===== src/hw/rtl/wgm_pkg.sv =====
`default_nettype none
package wgm_pkg;

  localparam int PATTERN_CHARS_DEF = 16;
  localparam int CHAR_BITS_DEF     = 16;

  localparam int STORED_CHARS      = 16;
  localparam int PAT_WORDS         = 4;
  localparam int PAT_CHAR_W        = 16;
  localparam int CHARS_PER_WORD    = 4;

  localparam int TEXT_W            = 16;
  localparam int OUT_W             = 8;
  localparam int LEN_W             = 5;

  localparam int CFG_DATA_W        = 64;
  localparam int CFG_ADDR_W        = 6;
  localparam int CFG_IDX_LSB       = 3;
  localparam int CFG_IDX_W         = CFG_ADDR_W - CFG_IDX_LSB;

  localparam logic [7:0] ANY_ONE   = 8'h3F;
  localparam logic [7:0] ANY_RUN   = 8'h2A;

  typedef enum logic [CFG_IDX_W-1:0] {
    REG_PAT0 = 3'd0,
    REG_PAT1 = 3'd1,
    REG_PAT2 = 3'd2,
    REG_PAT3 = 3'd3,
    REG_LEN  = 3'd4
  } reg_idx_t;

endpackage
`default_nettype wire


===== src/hw/rtl/wgm_cfg.sv =====
`default_nettype none
module wgm_cfg #(
  parameter int PATTERN_CHARS = wgm_pkg::PATTERN_CHARS_DEF,
  parameter int CHAR_BITS     = wgm_pkg::CHAR_BITS_DEF
) (
  input  logic                                    clk,
  input  logic                                    rst_n,
  input  logic                                    psel,
  input  logic                                    penable,
  input  logic                                    pwrite,
  input  logic [wgm_pkg::CFG_ADDR_W-1:0]          paddr,
  input  logic [wgm_pkg::CFG_DATA_W-1:0]          pwdata,
  output logic [wgm_pkg::CFG_DATA_W-1:0]          prdata,
  output logic [PATTERN_CHARS-1:0][CHAR_BITS-1:0] chars,
  output logic [PATTERN_CHARS-1:0]                en_mask,
  output logic [PATTERN_CHARS-1:0]                star_mask,
  output logic [wgm_pkg::LEN_W-1:0]               len_eff,
  output logic                                    rearm
);
  import wgm_pkg::*;

  localparam int USE_CHARS = (PATTERN_CHARS < STORED_CHARS) ? PATTERN_CHARS : STORED_CHARS;

  logic [CFG_DATA_W-1:0] pat_word_r [PAT_WORDS];
  logic [LEN_W-1:0]      plen_r;
  reg_idx_t              idx;
  logic                  wr_en;
  logic                  hit;

  assign idx   = reg_idx_t'(paddr[CFG_ADDR_W-1:CFG_IDX_LSB]);
  assign wr_en = psel && penable && pwrite;

  always_comb begin
    hit    = 1'b1;
    prdata = '0;
    unique case (idx)
      REG_PAT0: prdata = pat_word_r[0];
      REG_PAT1: prdata = pat_word_r[1];
      REG_PAT2: prdata = pat_word_r[2];
      REG_PAT3: prdata = pat_word_r[3];
      REG_LEN:  prdata = {{(CFG_DATA_W-LEN_W){1'b0}}, plen_r};
      default:  hit = 1'b0;
    endcase
  end

  assign rearm = wr_en && hit;

  always_ff @(posedge clk) begin
    if (!rst_n) begin
      for (int w = 0; w < PAT_WORDS; w++) pat_word_r[w] <= '0;
      plen_r <= '0;
    end else if (wr_en) begin
      unique case (idx)
        REG_PAT0: pat_word_r[0] <= pwdata;
        REG_PAT1: pat_word_r[1] <= pwdata;
        REG_PAT2: pat_word_r[2] <= pwdata;
        REG_PAT3: pat_word_r[3] <= pwdata;
        REG_LEN:  plen_r        <= pwdata[LEN_W-1:0];
        default:  ;
      endcase
    end
  end

  assign len_eff = (plen_r > LEN_W'(USE_CHARS)) ? LEN_W'(USE_CHARS) : plen_r;

  for (genvar gi = 0; gi < PATTERN_CHARS; gi++) begin : g_pos
    if (gi < STORED_CHARS) begin : g_stored
      assign chars[gi] =
        pat_word_r[gi / CHARS_PER_WORD][(gi % CHARS_PER_WORD) * PAT_CHAR_W +: CHAR_BITS];
    end else begin : g_empty
      assign chars[gi] = '0;
    end
    assign en_mask[gi]   = LEN_W'(gi) < len_eff;
    assign star_mask[gi] = en_mask[gi] && (chars[gi] == CHAR_BITS'(ANY_RUN));
  end

endmodule
`default_nettype wire


===== src/hw/rtl/wgm_front.sv =====
`default_nettype none
module wgm_front #(
  parameter int PATTERN_CHARS = wgm_pkg::PATTERN_CHARS_DEF,
  parameter int CHAR_BITS     = wgm_pkg::CHAR_BITS_DEF
) (
  input  logic                                    in_valid,
  output logic                                    in_ready,
  input  logic [wgm_pkg::TEXT_W-1:0]              text_char,
  input  logic                                    end_of_text,
  input  logic [PATTERN_CHARS-1:0][CHAR_BITS-1:0] chars,
  input  logic [PATTERN_CHARS-1:0]                en_mask,
  input  logic [PATTERN_CHARS-1:0]                star_mask,
  input  logic                                    q_full,
  output logic                                    q_push,
  output logic [PATTERN_CHARS:0]                  q_wdata
);
  import wgm_pkg::*;

  logic [CHAR_BITS-1:0]     c;
  logic [PATTERN_CHARS-1:0] adv;

  assign c = text_char[CHAR_BITS-1:0];

  always_comb begin
    for (int i = 0; i < PATTERN_CHARS; i++) begin
      adv[i] = en_mask[i] && !star_mask[i] &&
               ((chars[i] == CHAR_BITS'(ANY_ONE)) || (chars[i] == c));
    end
  end

  assign in_ready = !q_full;
  assign q_push   = in_valid && !q_full;
  assign q_wdata  = {end_of_text, adv};

endmodule
`default_nettype wire


===== src/hw/rtl/wgm_queue.sv =====
`default_nettype none
module wgm_queue #(
  parameter int WIDTH = 17
) (
  input  logic             clk,
  input  logic             rst_n,
  input  logic             push,
  input  logic [WIDTH-1:0] wdata,
  output logic             full,
  input  logic             pop,
  output logic             nonempty,
  output logic [WIDTH-1:0] rdata
);

  logic [WIDTH-1:0] mem_r [2];
  logic             wr_ptr_r, rd_ptr_r;
  logic [1:0]       cnt_r, cnt_nxt;

  assign full     = cnt_r == 2'd2;
  assign nonempty = cnt_r != 2'd0;
  assign rdata    = mem_r[rd_ptr_r];

  always_comb begin
    cnt_nxt = cnt_r;
    if (push && !pop) cnt_nxt = cnt_r + 2'd1;
    else if (pop && !push) cnt_nxt = cnt_r - 2'd1;
  end

  always_ff @(posedge clk) begin
    if (!rst_n) begin
      wr_ptr_r <= 1'b0;
      rd_ptr_r <= 1'b0;
      cnt_r    <= '0;
    end else begin
      if (push) wr_ptr_r <= !wr_ptr_r;
      if (pop)  rd_ptr_r <= !rd_ptr_r;
      cnt_r <= cnt_nxt;
    end
  end

  always_ff @(posedge clk) begin
    if (push) mem_r[wr_ptr_r] <= wdata;
  end

endmodule
`default_nettype wire


===== src/hw/rtl/wgm_back.sv =====
`default_nettype none
module wgm_back #(
  parameter int PATTERN_CHARS = wgm_pkg::PATTERN_CHARS_DEF
) (
  input  logic                      clk,
  input  logic                      rst_n,
  input  logic                      q_nonempty,
  input  logic [PATTERN_CHARS:0]    q_rdata,
  output logic                      q_pop,
  input  logic [PATTERN_CHARS-1:0]  star_mask,
  input  logic [wgm_pkg::LEN_W-1:0] len_eff,
  input  logic                      rearm,
  output logic                      out_valid,
  input  logic                      out_ready,
  output logic                      matched
);
  import wgm_pkg::*;

  localparam int N      = PATTERN_CHARS;
  localparam int LEVELS = $clog2(N + 1);

  function automatic logic [N:0] closure(input logic [N:0] v, input logic [N-1:0] star);
    logic [N:0] g, p, g_o, p_o;
    int         s;
    g = v;
    p = {star, 1'b0};
    for (int l = 0; l < LEVELS; l++) begin
      g_o = g;
      p_o = p;
      s   = 1 << l;
      for (int i = 0; i <= N; i++) begin
        if (i >= s) begin
          g[i] = g_o[i] | (p_o[i] & g_o[i - s]);
          p[i] = p_o[i] & p_o[i - s];
        end else begin
          p[i] = 1'b0;
        end
      end
    end
    return g;
  endfunction

  logic [N:0]   live_r, start_vec, cur, nv, live_nxt;
  logic         fresh_r;
  logic         out_valid_r, matched_r, hit_bit;
  logic [N-1:0] adv;
  logic         last;
  logic         slot_free;

  assign adv       = q_rdata[N-1:0];
  assign last      = q_rdata[N];
  assign slot_free = !out_valid_r || out_ready;
  assign q_pop     = q_nonempty && (!last || slot_free);

  assign start_vec = closure({{N{1'b0}}, 1'b1}, star_mask);
  assign cur       = fresh_r ? start_vec : live_r;
  assign nv        = {1'b0, cur[N-1:0] & star_mask} | {cur[N-1:0] & adv, 1'b0};
  assign live_nxt  = closure(nv, star_mask);

  always_comb begin
    hit_bit = 1'b0;
    for (int i = 0; i <= N; i++) begin
      if (len_eff == LEN_W'(i)) hit_bit = live_nxt[i];
    end
  end

  always_ff @(posedge clk) begin
    if (!rst_n) begin
      fresh_r     <= 1'b1;
      live_r      <= '0;
      out_valid_r <= 1'b0;
    end else begin
      if (rearm) begin
        fresh_r <= 1'b1;
      end else if (q_pop) begin
        fresh_r <= last;
        live_r  <= live_nxt;
      end
      if (q_pop && last) out_valid_r <= 1'b1;
      else if (out_ready) out_valid_r <= 1'b0;
    end
  end

  always_ff @(posedge clk) begin
    if (q_pop && last) matched_r <= hit_bit;
  end

  assign out_valid = out_valid_r;
  assign matched   = matched_r;

endmodule
`default_nettype wire


===== src/hw/rtl/wildcard_glob_matcher.sv =====
// Wildcard glob matcher: streams a text, one character per transaction, against a
// pattern of up to 16 characters held in configuration registers ('?' = any one
// character, '*' = any run, empty included).
// Input channel in_*: tdata carries the character, tlast marks its final one.
// Output channel out_*: one transaction per text, sent for the tlast character;
// out_tdata bit 0 is the match flag.
// Config port cfg_*: APB, 64-bit data, register i at byte address 8*i; pattern
// words 0..3 then the length. A write to any of them restarts the match.
// Throughput: one character per cycle while no held result stalls the back end,
// set by the combinational back-end live-position update (transition plus a
// log-depth star-closure tree). A tlast character's result passes the queue
// entry and then the output register to out_tvalid when the back end is free.
// A two-entry queue separates classification from the update; while out_tready is
// low the back end holds the pending result and stops only at the next tlast,
// and in_tready drops once the queue is full.
// Reset clears the registers to an empty pattern, empties the queue and the
// output register, and arms the start position.
`default_nettype none
module wildcard_glob_matcher #(
  parameter int PATTERN_CHARS = wgm_pkg::PATTERN_CHARS_DEF,
  parameter int CHAR_BITS     = wgm_pkg::CHAR_BITS_DEF
) (
  input  logic                             clk,
  input  logic                             rst_n,
  input  logic                             in_tvalid,
  output logic                             in_tready,
  input  logic [wgm_pkg::TEXT_W-1:0]       in_tdata,    // [15:0] text_char
  input  logic                             in_tlast,
  output logic                             out_tvalid,
  input  logic                             out_tready,
  output logic [wgm_pkg::OUT_W-1:0]        out_tdata,   // [0] matched, [7:1] zero
  input  logic                             cfg_psel,
  input  logic                             cfg_penable,
  input  logic                             cfg_pwrite,
  input  logic [wgm_pkg::CFG_ADDR_W-1:0]   cfg_paddr,
  input  logic [wgm_pkg::CFG_DATA_W-1:0]   cfg_pwdata,
  output logic [wgm_pkg::CFG_DATA_W-1:0]   cfg_prdata,
  output logic                             cfg_pready
);
  import wgm_pkg::*;

  logic [PATTERN_CHARS-1:0][CHAR_BITS-1:0] chars;
  logic [PATTERN_CHARS-1:0]                en_mask, star_mask;
  logic [LEN_W-1:0]                        len_eff;
  logic                                    rearm;
  logic                                    q_push, q_full, q_pop, q_nonempty;
  logic [PATTERN_CHARS:0]                  q_wdata, q_rdata;
  logic                                    matched;

  assign cfg_pready = 1'b1;

  wgm_cfg #(.PATTERN_CHARS(PATTERN_CHARS), .CHAR_BITS(CHAR_BITS)) u_cfg (
    .clk       (clk),
    .rst_n     (rst_n),
    .psel      (cfg_psel),
    .penable   (cfg_penable),
    .pwrite    (cfg_pwrite),
    .paddr     (cfg_paddr),
    .pwdata    (cfg_pwdata),
    .prdata    (cfg_prdata),
    .chars     (chars),
    .en_mask   (en_mask),
    .star_mask (star_mask),
    .len_eff   (len_eff),
    .rearm     (rearm)
  );

  wgm_front #(.PATTERN_CHARS(PATTERN_CHARS), .CHAR_BITS(CHAR_BITS)) u_front (
    .in_valid    (in_tvalid),
    .in_ready    (in_tready),
    .text_char   (in_tdata),
    .end_of_text (in_tlast),
    .chars       (chars),
    .en_mask     (en_mask),
    .star_mask   (star_mask),
    .q_full      (q_full),
    .q_push      (q_push),
    .q_wdata     (q_wdata)
  );

  wgm_queue #(.WIDTH(PATTERN_CHARS + 1)) u_queue (
    .clk      (clk),
    .rst_n    (rst_n),
    .push     (q_push),
    .wdata    (q_wdata),
    .full     (q_full),
    .pop      (q_pop),
    .nonempty (q_nonempty),
    .rdata    (q_rdata)
  );

  wgm_back #(.PATTERN_CHARS(PATTERN_CHARS)) u_back (
    .clk        (clk),
    .rst_n      (rst_n),
    .q_nonempty (q_nonempty),
    .q_rdata    (q_rdata),
    .q_pop      (q_pop),
    .star_mask  (star_mask),
    .len_eff    (len_eff),
    .rearm      (rearm),
    .out_valid  (out_tvalid),
    .out_ready  (out_tready),
    .matched    (matched)
  );

  assign out_tdata = {{(OUT_W-1){1'b0}}, matched};

endmodule
`default_nettype wire


===== config.mk =====
export PLATFORM = sky130hd
export DESIGN_NAME = wildcard_glob_matcher
export DESIGN_NICKNAME = d
export VERILOG_FILES = /design/src/hw/rtl/wgm_pkg.sv /design/src/hw/rtl/wgm_cfg.sv /design/src/hw/rtl/wgm_front.sv /design/src/hw/rtl/wgm_queue.sv /design/src/hw/rtl/wgm_back.sv /design/src/hw/rtl/wildcard_glob_matcher.sv
export SDC_FILE = /design/constraint.sdc
export NUM_CORES = 1
export LEC_CHECK = 0
export CORE_UTILIZATION = 65
export DETAILED_ROUTE_END_ITERATION = 16
export DONT_BUFFER_PORTS = 1
export GPL_TIMING_DRIVEN = 0
export PLACE_DENSITY = 0.89
export SLEW_MARGIN = 20
export SYNTH_ARGS = -nofsm -noshare
export SYNTH_HDL_FRONTEND = slang
export SYNTH_HIERARCHICAL = 1
export SYNTH_SLANG_ARGS = --single-unit

===== constraint.sdc =====
create_clock -name clk -period 8.2 [get_ports clk]
set_input_delay 1.23 -clock clk [delete_from_list [all_inputs] [get_ports clk]]
set_output_delay 1.23 -clock clk [all_outputs]
set_load 0.05 [all_outputs]

==> results of run 1 <==
-- worst max path at each step --
stage,start,endpoint,slack (ns)
6_report,u_cfg/plen_r[4],u_back/matched,3.20
4_1_cts,cfg_paddr[4],cfg_prdata[2],3.45
3_3_place_gp,cfg_paddr[4],u_cfg/pat_word_r[1][50],-2.56
5_1_grt,u_cfg/plen_r[4],u_back/matched,3.27
2_1_floorplan,cfg_paddr[4],u_cfg/pat_word_r[1][0],0.94
3_5_place_dp,cfg_paddr[4],cfg_prdata[2],3.45
-- synth_stat cells, drive strengths merged (23+ instances only) --
cell | count | area (µm²)
nand2b | 26 | 163
nor4 | 121 | 757
edfxtp | 291 | 8740
nand4 | 37 | 246
nand3 | 31 | 160
nand2 | 55 | 206
mux4 | 59 | 1330
nor4b | 29 | 254
dfxtp | 28 | 561
a21oi | 49 | 249
clkbuf | 39 | 211
nor2 | 43 | 185
inv | 23 | 86.3
and2 | 324 | 2030
buf | 76 | 713
xor2 | 258 | 2260
nand4b | 33 | 289
-- stage by stage --
step                worst slack, ns  std cells
floorplan                     0.944       1744
global placement              -2.56       2140
detailed placement             3.45       2158
CTS                            3.45       2221
global route                   3.27       2221
finish                         3.20       2222
-- routing by layer --
| layer | up-vias | GRT usage [%] | share of wire [%] |
|---|---|---|---|
| met3 | 314 | 14.5 | 16 |
| met1 | 7833 | 62.4 | 35 |
| met4 | 4 | 22.9 | 6.0 |
| met2 | 1503 | 67.4 | 43 |
| met5 | - | 0 | 0.037 |
| li1 | 6556 | - | - |
-- area by class of cell --
type / count / area [µm²]
Timing Repair Buffer: 18 / 304
Inverter: 23 / 86.3
Multi-Input combinational cell: 1287 / 10000
Buffer: 115 / 927
Clock inverter: 22 / 203
Sequential cell: 319 / 9300
Tap cell: 396 / 495
Antenna cell: 1 / 2.50
Clock buffer: 41 / 920
Fill cell: 2044 / 8350
-- state kept, by name, summed over array words and instances (netlist names), named ones only --
register,flops
u_cfg/pat_word_r,256
u_queue/mem_r,34
u_back/live_r,16
u_cfg/plen_r,5
u_queue/cnt_r,2
u_back/fresh_r,1
u_back/matched,1
u_back/out_valid,1
u_queue/rd_ptr_r,1
u_queue/wr_ptr_r,1
-- logic make-up (layout without fill, tap and decap cells) --
group	after synthesis	in the layout	share of synthesized area [%]
adders and majority gates	1	1	0.0618
AOI/OAI and AO/OA	159	159	5.57
other	2	9	0.0371
muxes	88	88	8.14
buffers and inverters	138	219	5.00
and+or+nand+nor	772	772	24.0
DFF	319	319	46.0
xor gates and xnor gates	259	259	11.2
-- power by group --
part | switching (mW) | total [mW] | internal, mW
sequential | 0.177 | 2.10 | 1.92
clock | 0.664 | 1.57 | 0.905
combinational | 0.561 | 0.885 | 0.324
-- worst max-delay path: cells and delay by family, from the launching register on --
family / cells / cell delay (ns)
flip-flops: 1 / 0.32
AND/OR/NAND/NOR: 4 / 1.81
AO/OA/AOI/OAI: 7 / 2.22
buffers and inverters: 2 / 0.38
==> impl_metrics.tcl, run 1 <==
set metrics [dict create \
    status "finished clean" \
    layout_worst_path_cycle_share_pct 60.9 \
    grt_pass1_wl_um 103000 \
    final_util_pct 72.7 \
    cts_made_buffers 35 \
    layout_commonest_cell "and2_1" \
    min_path_cells 1 \
    drive_gt1_share_pct 15.9 \
    syn_to_final_growth_pct 9.95 \
    fin_area_mm2 0.0222 \
    ir_drop_uv 191 \
    worst_slew_pin_slew_ns 1.18 \
    hold_viol 0 \
    min_path_type "reg -> reg" \
    max-slew-margin-rel_pct 21.3 \
    setup_viol 0 \
    num_rows 64 \
    numClockSinks 319 \
    reg2reg_depth 13 \
    synth_flop_cell "edfxtp_1" \
    cts_resized 0 \
    path_max_fanout 10 \
    detail_route.vias_per_cell 7.30 \
    dieArea_mm2 0.0318 \
    p_per_area_mw_per_mm2 205 \
    gp_congestion 1.00 \
    fin_total_pwr_mw 4.55 \
    drtIter0Drc 2810 \
    crit_required_ns 8.46 \
    cpPeakStageDelay_ns 0.89 \
    port-buffer-count 0 \
    final.setup.tns_ns 0 \
    grt_pass1_vias 15352 \
    fin_skew_ns 0.0270 \
    vias 16210 \
    rrSetupSlack_ns 3.20 \
    yosys_warnings 6 \
    critPathMostFrequentCell "nor2_1" \
    whs_ns 0.500 \
    final_cell_mix "and2_1 (323), edfxtp_1 (291), xor2_1 (258)" \
    syn-cell-area_mm2 0.0202 \
    grt_max_degree 22 \
    critPathKind "reg -> reg" \
    clk_pin_slew_ns 0.06 \
    min_to "u_back/live_r[11]" \
    ys_async_sr_fraction_pct 0 \
    period_needed_ns 5.00 \
    drc 0 \
    core_mm2 0.0306 \
    overflow 0 \
    startpoint_type "flip-flop" \
    cts_hold_buf 0 \
    boundaryPins 169 \
    p_leak_nw 7.81 \
    synth_cells 1738 \
    cts_tree "done" \
    crit_chain "buf_2 -> nor2_1 -> inv_1 -> nor2_1 -> a21oi_1 -> nand3b_1 -> and2_1 -> a211oi_1 -> o21ai_1 -> a311oi_1 -> a31oi_1 -> o2111a_1 -> o31a_1" \
    cp-end-kind "flip-flop" \
    dp_hpwl_um 52800 \
    r2r-start "u_cfg/plen_r[4]" \
    initial_utilization_pct 66.1 \
    drv_cap 0 \
    fp.dieW_um 178 \
    min_from "u_back/live_r[11]" \
    cp_slowest_cell "nor2_1" \
    clock.fmax_mhz 200 \
    wl_per_cell_um 33.2 \
    synth_cell_types 92 \
    cts_htree_levels 2 \
    ant_nets 0 \
    worst_r2r_endpoint "u_back/matched" \
    antenna_found_initial 2 \
    rsz0062_at_grt "false" \
    ys_seq_elements 319 \
    clock_latency_ns 0.54 \
    slew_violations 0 \
    critPathArrivalTime_ns 5.26 \
    grt_use_total_pct 46.3 \
    synth-edff-count 291 \
    clock-root-buffer "clkbuf_16" \
    post_cts_buffers 0 \
    synth_area_per_cell_um2 11.6 \
    die_h_um 178 \
    seq_area_frac_synth_pct 46.0 \
    drt_wl_total_um 73700 \
    firstDrtPassIters 7 \
    clk_path_buf_depth 3 \
    fin_nets 1894 \
    placed_area_mm2 0.0211 \
]
(Power assumes the default switching activity.)
==> run 2, diff against run 1 <==
--- a/config.mk
+++ b/config.mk
@@ -5,11 +5,11 @@
 export SDC_FILE = /design/constraint.sdc
 export NUM_CORES = 1
 export LEC_CHECK = 0
-export CORE_UTILIZATION = 65
+export CORE_UTILIZATION = 59
 export DETAILED_ROUTE_END_ITERATION = 16
 export DONT_BUFFER_PORTS = 1
 export GPL_TIMING_DRIVEN = 0
-export PLACE_DENSITY = 0.89
+export PLACE_DENSITY = 0.86
 export SLEW_MARGIN = 20
 export SYNTH_ARGS = -nofsm -noshare
 export SYNTH_HDL_FRONTEND = slang
==> constraint.sdc (replaced) <==
create_clock -name clk -period 4.3 [get_ports clk]
set_input_delay 0.645 -clock clk [delete_from_list [all_inputs] [get_ports clk]]
set_output_delay 0.645 -clock clk [all_outputs]
set_load 0.05 [all_outputs]
==> run 2 against run 1 <==
Total power grew 88%. Worst hold slack got worse by 0.26 ns. Via count shrank 2.2%. Worst setup slack worse by 3.2 ns. Utilization shrank 6.4 points. Sequential share of layout area shrank 0.099 points. Wire length is 1.6% lower. Flip-flop and latch count did not move. Combinational power increased by 86%. Cell area rose by 0.24%. Clock skew decreased by 0.0010 ns. First-iteration DRC count shrank 13%. Critical path type unchanged. Highest routed layer is now met4.
==> impl_metrics.tcl, run 2 (synthesis gave the netlist of run 1 again) <==
set metrics [dict create \
    status "finished clean" \
    numClockSinks 319 \
    hold_viol 0 \
    dp_hpwl_um 53000 \
    ant_nets 0 \
    clock_latency_ns 0.55 \
    slew_violations 0 \
    drv_cap 0 \
    wl_per_cell_um 31.9 \
    regMostFlops "u_cfg/pat_word_r" \
    rsz0062_at_grt "false" \
    drive_gt1_share_pct 15.9 \
    drt_wl_total_um 72600 \
    drtIter0Drc 2441 \
    boundaryPins 169 \
    clk_path_buf_depth 3 \
    p_per_area_mw_per_mm2 384 \
    wl_met3_um 10300 \
    cts_htree_levels 2 \
    setup_viol 0 \
    gp_congestion 0.998 \
    period_needed_ns 4.25 \
    firstDrtPassIters 8 \
    syn_to_final_growth_pct 10.2 \
    cts_made_buffers 35 \
    dr_wl_met2_um 31900 \
    num_antenna_cells 0 \
    die_h_um 187 \
    final_util_pct 66.3 \
    cp-end-kind "flip-flop" \
    port-buffer-count 0 \
    grt_max_degree 22 \
    crit_required_ns 4.58 \
    fin_skew_ns 0.0260 \
    clock.fmax_mhz 235 \
    initial_utilization_pct 60.2 \
    antenna_found_initial 0 \
    p_leak_nw 7.80 \
    worst_slew_pin_slew_ns 1.21 \
    critPathArrivalTime_ns 4.53 \
    path_max_fanout 10 \
    final_cell_mix "and2_1 (323), edfxtp_1 (291), xor2_1 (258)" \
    critPathKind "reg -> reg" \
    grt_use_total_pct 41.1 \
    largest_reg_flops 256 \
    fin_total_pwr_mw 8.56 \
    max-slew-margin-rel_pct 19.3 \
    cts_tree "done" \
    clock-root-buffer "clkbuf_16" \
    startpoint_type "flip-flop" \
    vias 15860 \
    overflow 0 \
    layout_commonest_cell "and2_1" \
    dr.max_layer_used "met4" \
    largestRegisters "u_cfg/pat_word_r (256), u_queue/mem_r (34), u_back/live_r (16)" \
    grt_pass1_vias 15108 \
    core_mm2 0.0336 \
    wl_met1_um 26800 \
    num_rows 67 \
    detail_route.vias_per_cell 6.98 \
    clk_pin_slew_ns 0.06 \
    ir_drop_uv 452 \
    fin_nets 1894 \
    grt_pass1_wl_um 104000 \
    min_path_type "in -> reg" \
    fp.dieW_um 187 \
    layout_worst_path_cycle_share_pct 98.9 \
    dieArea_mm2 0.0350 \
    num-fill-cells 2593 \
    drc 0 \
]
[run 2: repair_timing]
action	CTS	global route
gates resized for setup	4	5
endpoints found under the setup margin	1	1
setup buffers	0	0
hold buffers	0	0
gates cloned	0	0
[run 2: worst max-delay path, stage by stage, from the launching register on]
cell	delay, ns
dfxtp_1	0.29
buf_2	0.22
or4_4	0.51
or2_2	0.31
nor2b_1	0.15
clkbuf_8	0.17
o21ai_0	0.11
a21oi_1	0.14
and2_1	0.19
a211oi_1	0.47
o21ai_1	0.18
a311oi_1	0.58
a31oi_1	0.18
o2111a_1	0.18
o31a_1	0.31
[run 2: layer usage]
| metal | vias to the layer above | track usage (%) |
|---|---|---|
| met2 | 1350 | 62.0 |
| met4 | 0 | 17.4 |
| met1 | 7696 | 56.3 |
| met5 | - | 0 |
| met3 | 253 | 10.9 |
| li1 | 6561 | - |
[run 2: cell type report]
class / count / area (µm²) / share of cell area, %
multi-input combinational: 1287 / 10000 / 45.0
sequential: 319 / 9300 / 41.7
buffer: 115 / 926 / 4.15
clock buffer: 40 / 905 / 4.06
tap: 448 / 561 / 2.51
timing repair buffer: 18 / 308 / 1.38
clock inverter: 22 / 179 / 0.803
inverter: 23 / 86.3 / 0.387
[run 2: path summary, 6_finish.rpt]
kind / startpoint / endpoint / slack [ns] / cells after the start
hold reg to reg: u_queue/cnt_r[1] / u_queue/cnt_r[1] / 0.50 / 2
hold / removal: rst_n / u_queue/wr_ptr_r / 0.24 / 1
setup / recovery: u_cfg/plen_r[3] / u_back/matched / 0.05 / 14
setup reg to reg: u_cfg/plen_r[3] / u_back/matched / 0.05 / 14
[run 2: metrics by stage]
stage               setup slack (ns)  instance area [µm²]  hold slack (ns)  cells  setup TNS (ns)
floorplan                      0.839                20300            0.461   1744               0
detailed placement            -0.349                21200            0.493   2210          -0.349
finish                        0.0468                22300            0.241   2272               0
global placement              -0.634                20800            0.475   2192          -70.33
global route                  0.0458                22300            0.238   2272               0
CTS                            0.152                22300            0.228   2272               0
[run 2: power by group]
part           total [mW]  leakage, nW  internal, mW  switching, mW
logic                1.65         4.27         0.619           1.04
clock network        2.91        0.527          1.64           1.27
registers            4.00         3.01          3.66          0.337
total                8.56         7.80          5.92           2.64
==> run 3, diff against run 2 <==
--- a/config.mk
+++ b/config.mk
@@ -5,11 +5,14 @@
 export SDC_FILE = /design/constraint.sdc
 export NUM_CORES = 1
 export LEC_CHECK = 0
-export CORE_UTILIZATION = 59
+export CELL_PAD_IN_SITES_DETAIL_PLACEMENT = 0
+export CELL_PAD_IN_SITES_GLOBAL_PLACEMENT = 1
+export CORE_UTILIZATION = 47
 export DETAILED_ROUTE_END_ITERATION = 16
 export DONT_BUFFER_PORTS = 1
 export GPL_TIMING_DRIVEN = 0
-export PLACE_DENSITY = 0.86
+export PLACE_DENSITY = 0.85
+export REMOVE_ABC_BUFFERS = 1
 export SLEW_MARGIN = 20
 export SYNTH_ARGS = -nofsm -noshare
 export SYNTH_HDL_FRONTEND = slang
==> run 3 against run 2 <==
Total power shrank 1.2%. First-iteration DRC count decreased by 24%. Wire length shrank 12%. Critical path type unchanged.
==> impl_metrics.tcl, run 3 (synthesis gave the netlist of run 1 again) <==
set metrics [dict create \
    syn_to_final_growth_pct 7.73 \
    regMostFlops "u_cfg/pat_word_r" \
    fin_ws_ns 0.174 \
    cts_tree "done" \
    drtIter0Drc 1857 \
    crit_required_ns 4.56 \
    startpoint_type "flip-flop" \
    worst_r2r_endpoint "u_back/matched" \
    fin_nets 1791 \
    core_mm2 0.0422 \
    clock_latency_ns 0.53 \
    boundaryPins 169 \
    slew_violations 0 \
    finalNonFillerCells 2260 \
    critPathKind "reg -> reg" \
    clk_path_buf_depth 3 \
    dp_hpwl_um 44800 \
    num-fill-cells 3675 \
    clock-root-buffer "clkbuf_16" \
    whs_ns 0.209 \
    cts_htree_levels 2 \
    largestRegisters "u_cfg/pat_word_r (256), u_queue/mem_r (34), u_back/live_r (16)" \
    r2r-start "u_cfg/plen_r[4]" \
    detail_route.vias_per_cell 6.50 \
    min_path_cells 1 \
    max-slew-margin-rel_pct 23.0 \
    gp_congestion 0.938 \
    power.share.clock_pct 36.8 \
    num_antenna_cells 0 \
    wl_per_cell_um 28.4 \
    grt_max_degree 80 \
    initial_utilization_pct 47.9 \
    switching_share_pct 28.1 \
    layout_commonest_cell "and2_1" \
    min_to "u_back/fresh_r" \
    largest_reg_flops 256 \
    post-place-ws_ns -0.386 \
    min_path_type "in -> reg" \
    combPwrFrac_pct 15.1 \
    clock.fmax_mhz 242 \
    status "finished clean" \
    layout_worst_path_cycle_share_pct 96.0 \
    p_per_area_mw_per_mm2 388 \
    fp.dieW_um 209 \
    final_util_pct 51.6 \
    path_max_fanout 16 \
    cts_made_buffers 36 \
    die_h_um 209 \
    rrSetupSlack_ns 0.17 \
    p_leak_nw 7.40 \
    num_rows 75 \
    ant_nets 0 \
    dieArea_mm2 0.0439 \
    ir_drop_uv 224 \
    firstDrtPassIters 6 \
    port-buffer-count 0 \
    grt_pass1_vias 14362 \
    period_needed_ns 4.13 \
    drive_gt1_share_pct 12.8 \
    final_cell_mix "and2_1 (323), edfxtp_1 (291), xor2_1 (258)" \
    worst_slew_pin_slew_ns 1.17 \
    reg2reg_depth 12 \
    p_int_mw 6.08 \
    critPathArrivalTime_ns 4.39 \
    min_from "rst_n" \
    drv_cap 0 \
    clk_pin_slew_ns 0.06 \
    hold_viol 0 \
    grt_use_total_pct 28.9 \
    drc 0 \
    rsz0062_at_grt "false" \
    vias 14686 \
    final.setup.tns_ns 0 \
    sequentialPowerShare_pct 48.0 \
    fin_skew_ns 0.0166 \
    antenna_found_initial 2 \
    overflow 0 \
    cp-end-kind "flip-flop" \
    netSwitchingPower_mw 2.38 \
    drt_wl_total_um 64200 \
    numClockSinks 319 \
    setup_viol 0 \
    dp.cells 2197 \
    grt_pass1_wl_um 94400 \
]
[run 3: final cells by class]
type / instances / area (µm²) / area share [%]
clock buffers: 43 / 948 / 4.35
clock inverters: 20 / 221 / 1.02
inverters: 23 / 86.3 / 0.396
multi-input cells: 1287 / 10100 / 46.2
flip-flops and latches: 319 / 9310 / 42.7
well taps: 539 / 674 / 3.09
repair buffers: 29 / 499 / 2.29
[run 3: per-layer routing]
layer | global-route usage (%) | vias up | wire (µm)
met2 | 46.6 | 852 | 29900
met1 | 40.2 | 7371 | 26900
met5 | 0 | - | 0
li1 | - | 6336 | -
met3 | 4.26 | 127 | 5480
met4 | 9.29 | 0 | 1900
[run 3: critical path: stages (launching register included)]
cell and delay, ns:
dfxtp_2 0.44, or4_4 0.62, or2_2 0.31, nor2b_2 0.24, o22ai_2 0.21, a21oi_1 0.13
o311ai_1 0.31, nand3_2 0.22, a21oi_2 0.30, o211ai_2 0.23, o21a_1 0.25, o2111a_1 0.25
o31a_1 0.34
[run 3: worst max-delay path by stage]
stage                                       start                      end  slack, ns  cells past startpoint
after floorplan                      cfg_paddr[4]   u_cfg/pat_word_r[0][0]      -1.94                      2
after global placement               cfg_paddr[3]  u_cfg/pat_word_r[2][38]      -6.47                      2
after detailed placement          u_cfg/plen_r[4]           u_back/matched      -0.39                     13
after CTS                         u_cfg/plen_r[4]           u_back/matched       0.02                     12
after global routing      u_cfg/pat_word_r[0][24]           u_back/matched       0.01                     12
final                             u_cfg/plen_r[4]           u_back/matched       0.17                     12
[run 3: power groups by stage]
stage | Clock [mW] | Sequential, mW | Combinational, mW
final | 3.11 | 4.06 | 1.28
after global routing | 3.25 | 4.09 | 1.37
after CTS | 3.15 | 4.05 | 1.27
after detailed placement | 0 | 4.12 | 1.27
after global placement | 0 | 4.15 | 1.19
after floorplan | 0 | 3.98 | 1.00
[run 3: per-stage QoR]
| stage | power, mW | cell area, µm² |
|---|---|---|
| 6_report | 8.46 | 21800 |
| 4_1_cts | 8.48 | 21800 |
| 5_1_grt | 8.71 | 21800 |
| 2_1_floorplan | 4.98 | 19300 |
| 3_3_place_gp | 5.33 | 20000 |
| 3_5_place_dp | 5.38 | 20600 |
[run 3: what timing repair did]
item | 4_1_cts | 5_1_grt
gates cloned | 0 | 0
gates resized for setup | 9 | 8
hold buffers | 0 | 0
buffers inserted | 0 | 0
pin swaps | 0 | 0
setup endpoints to repair | 1 | 1
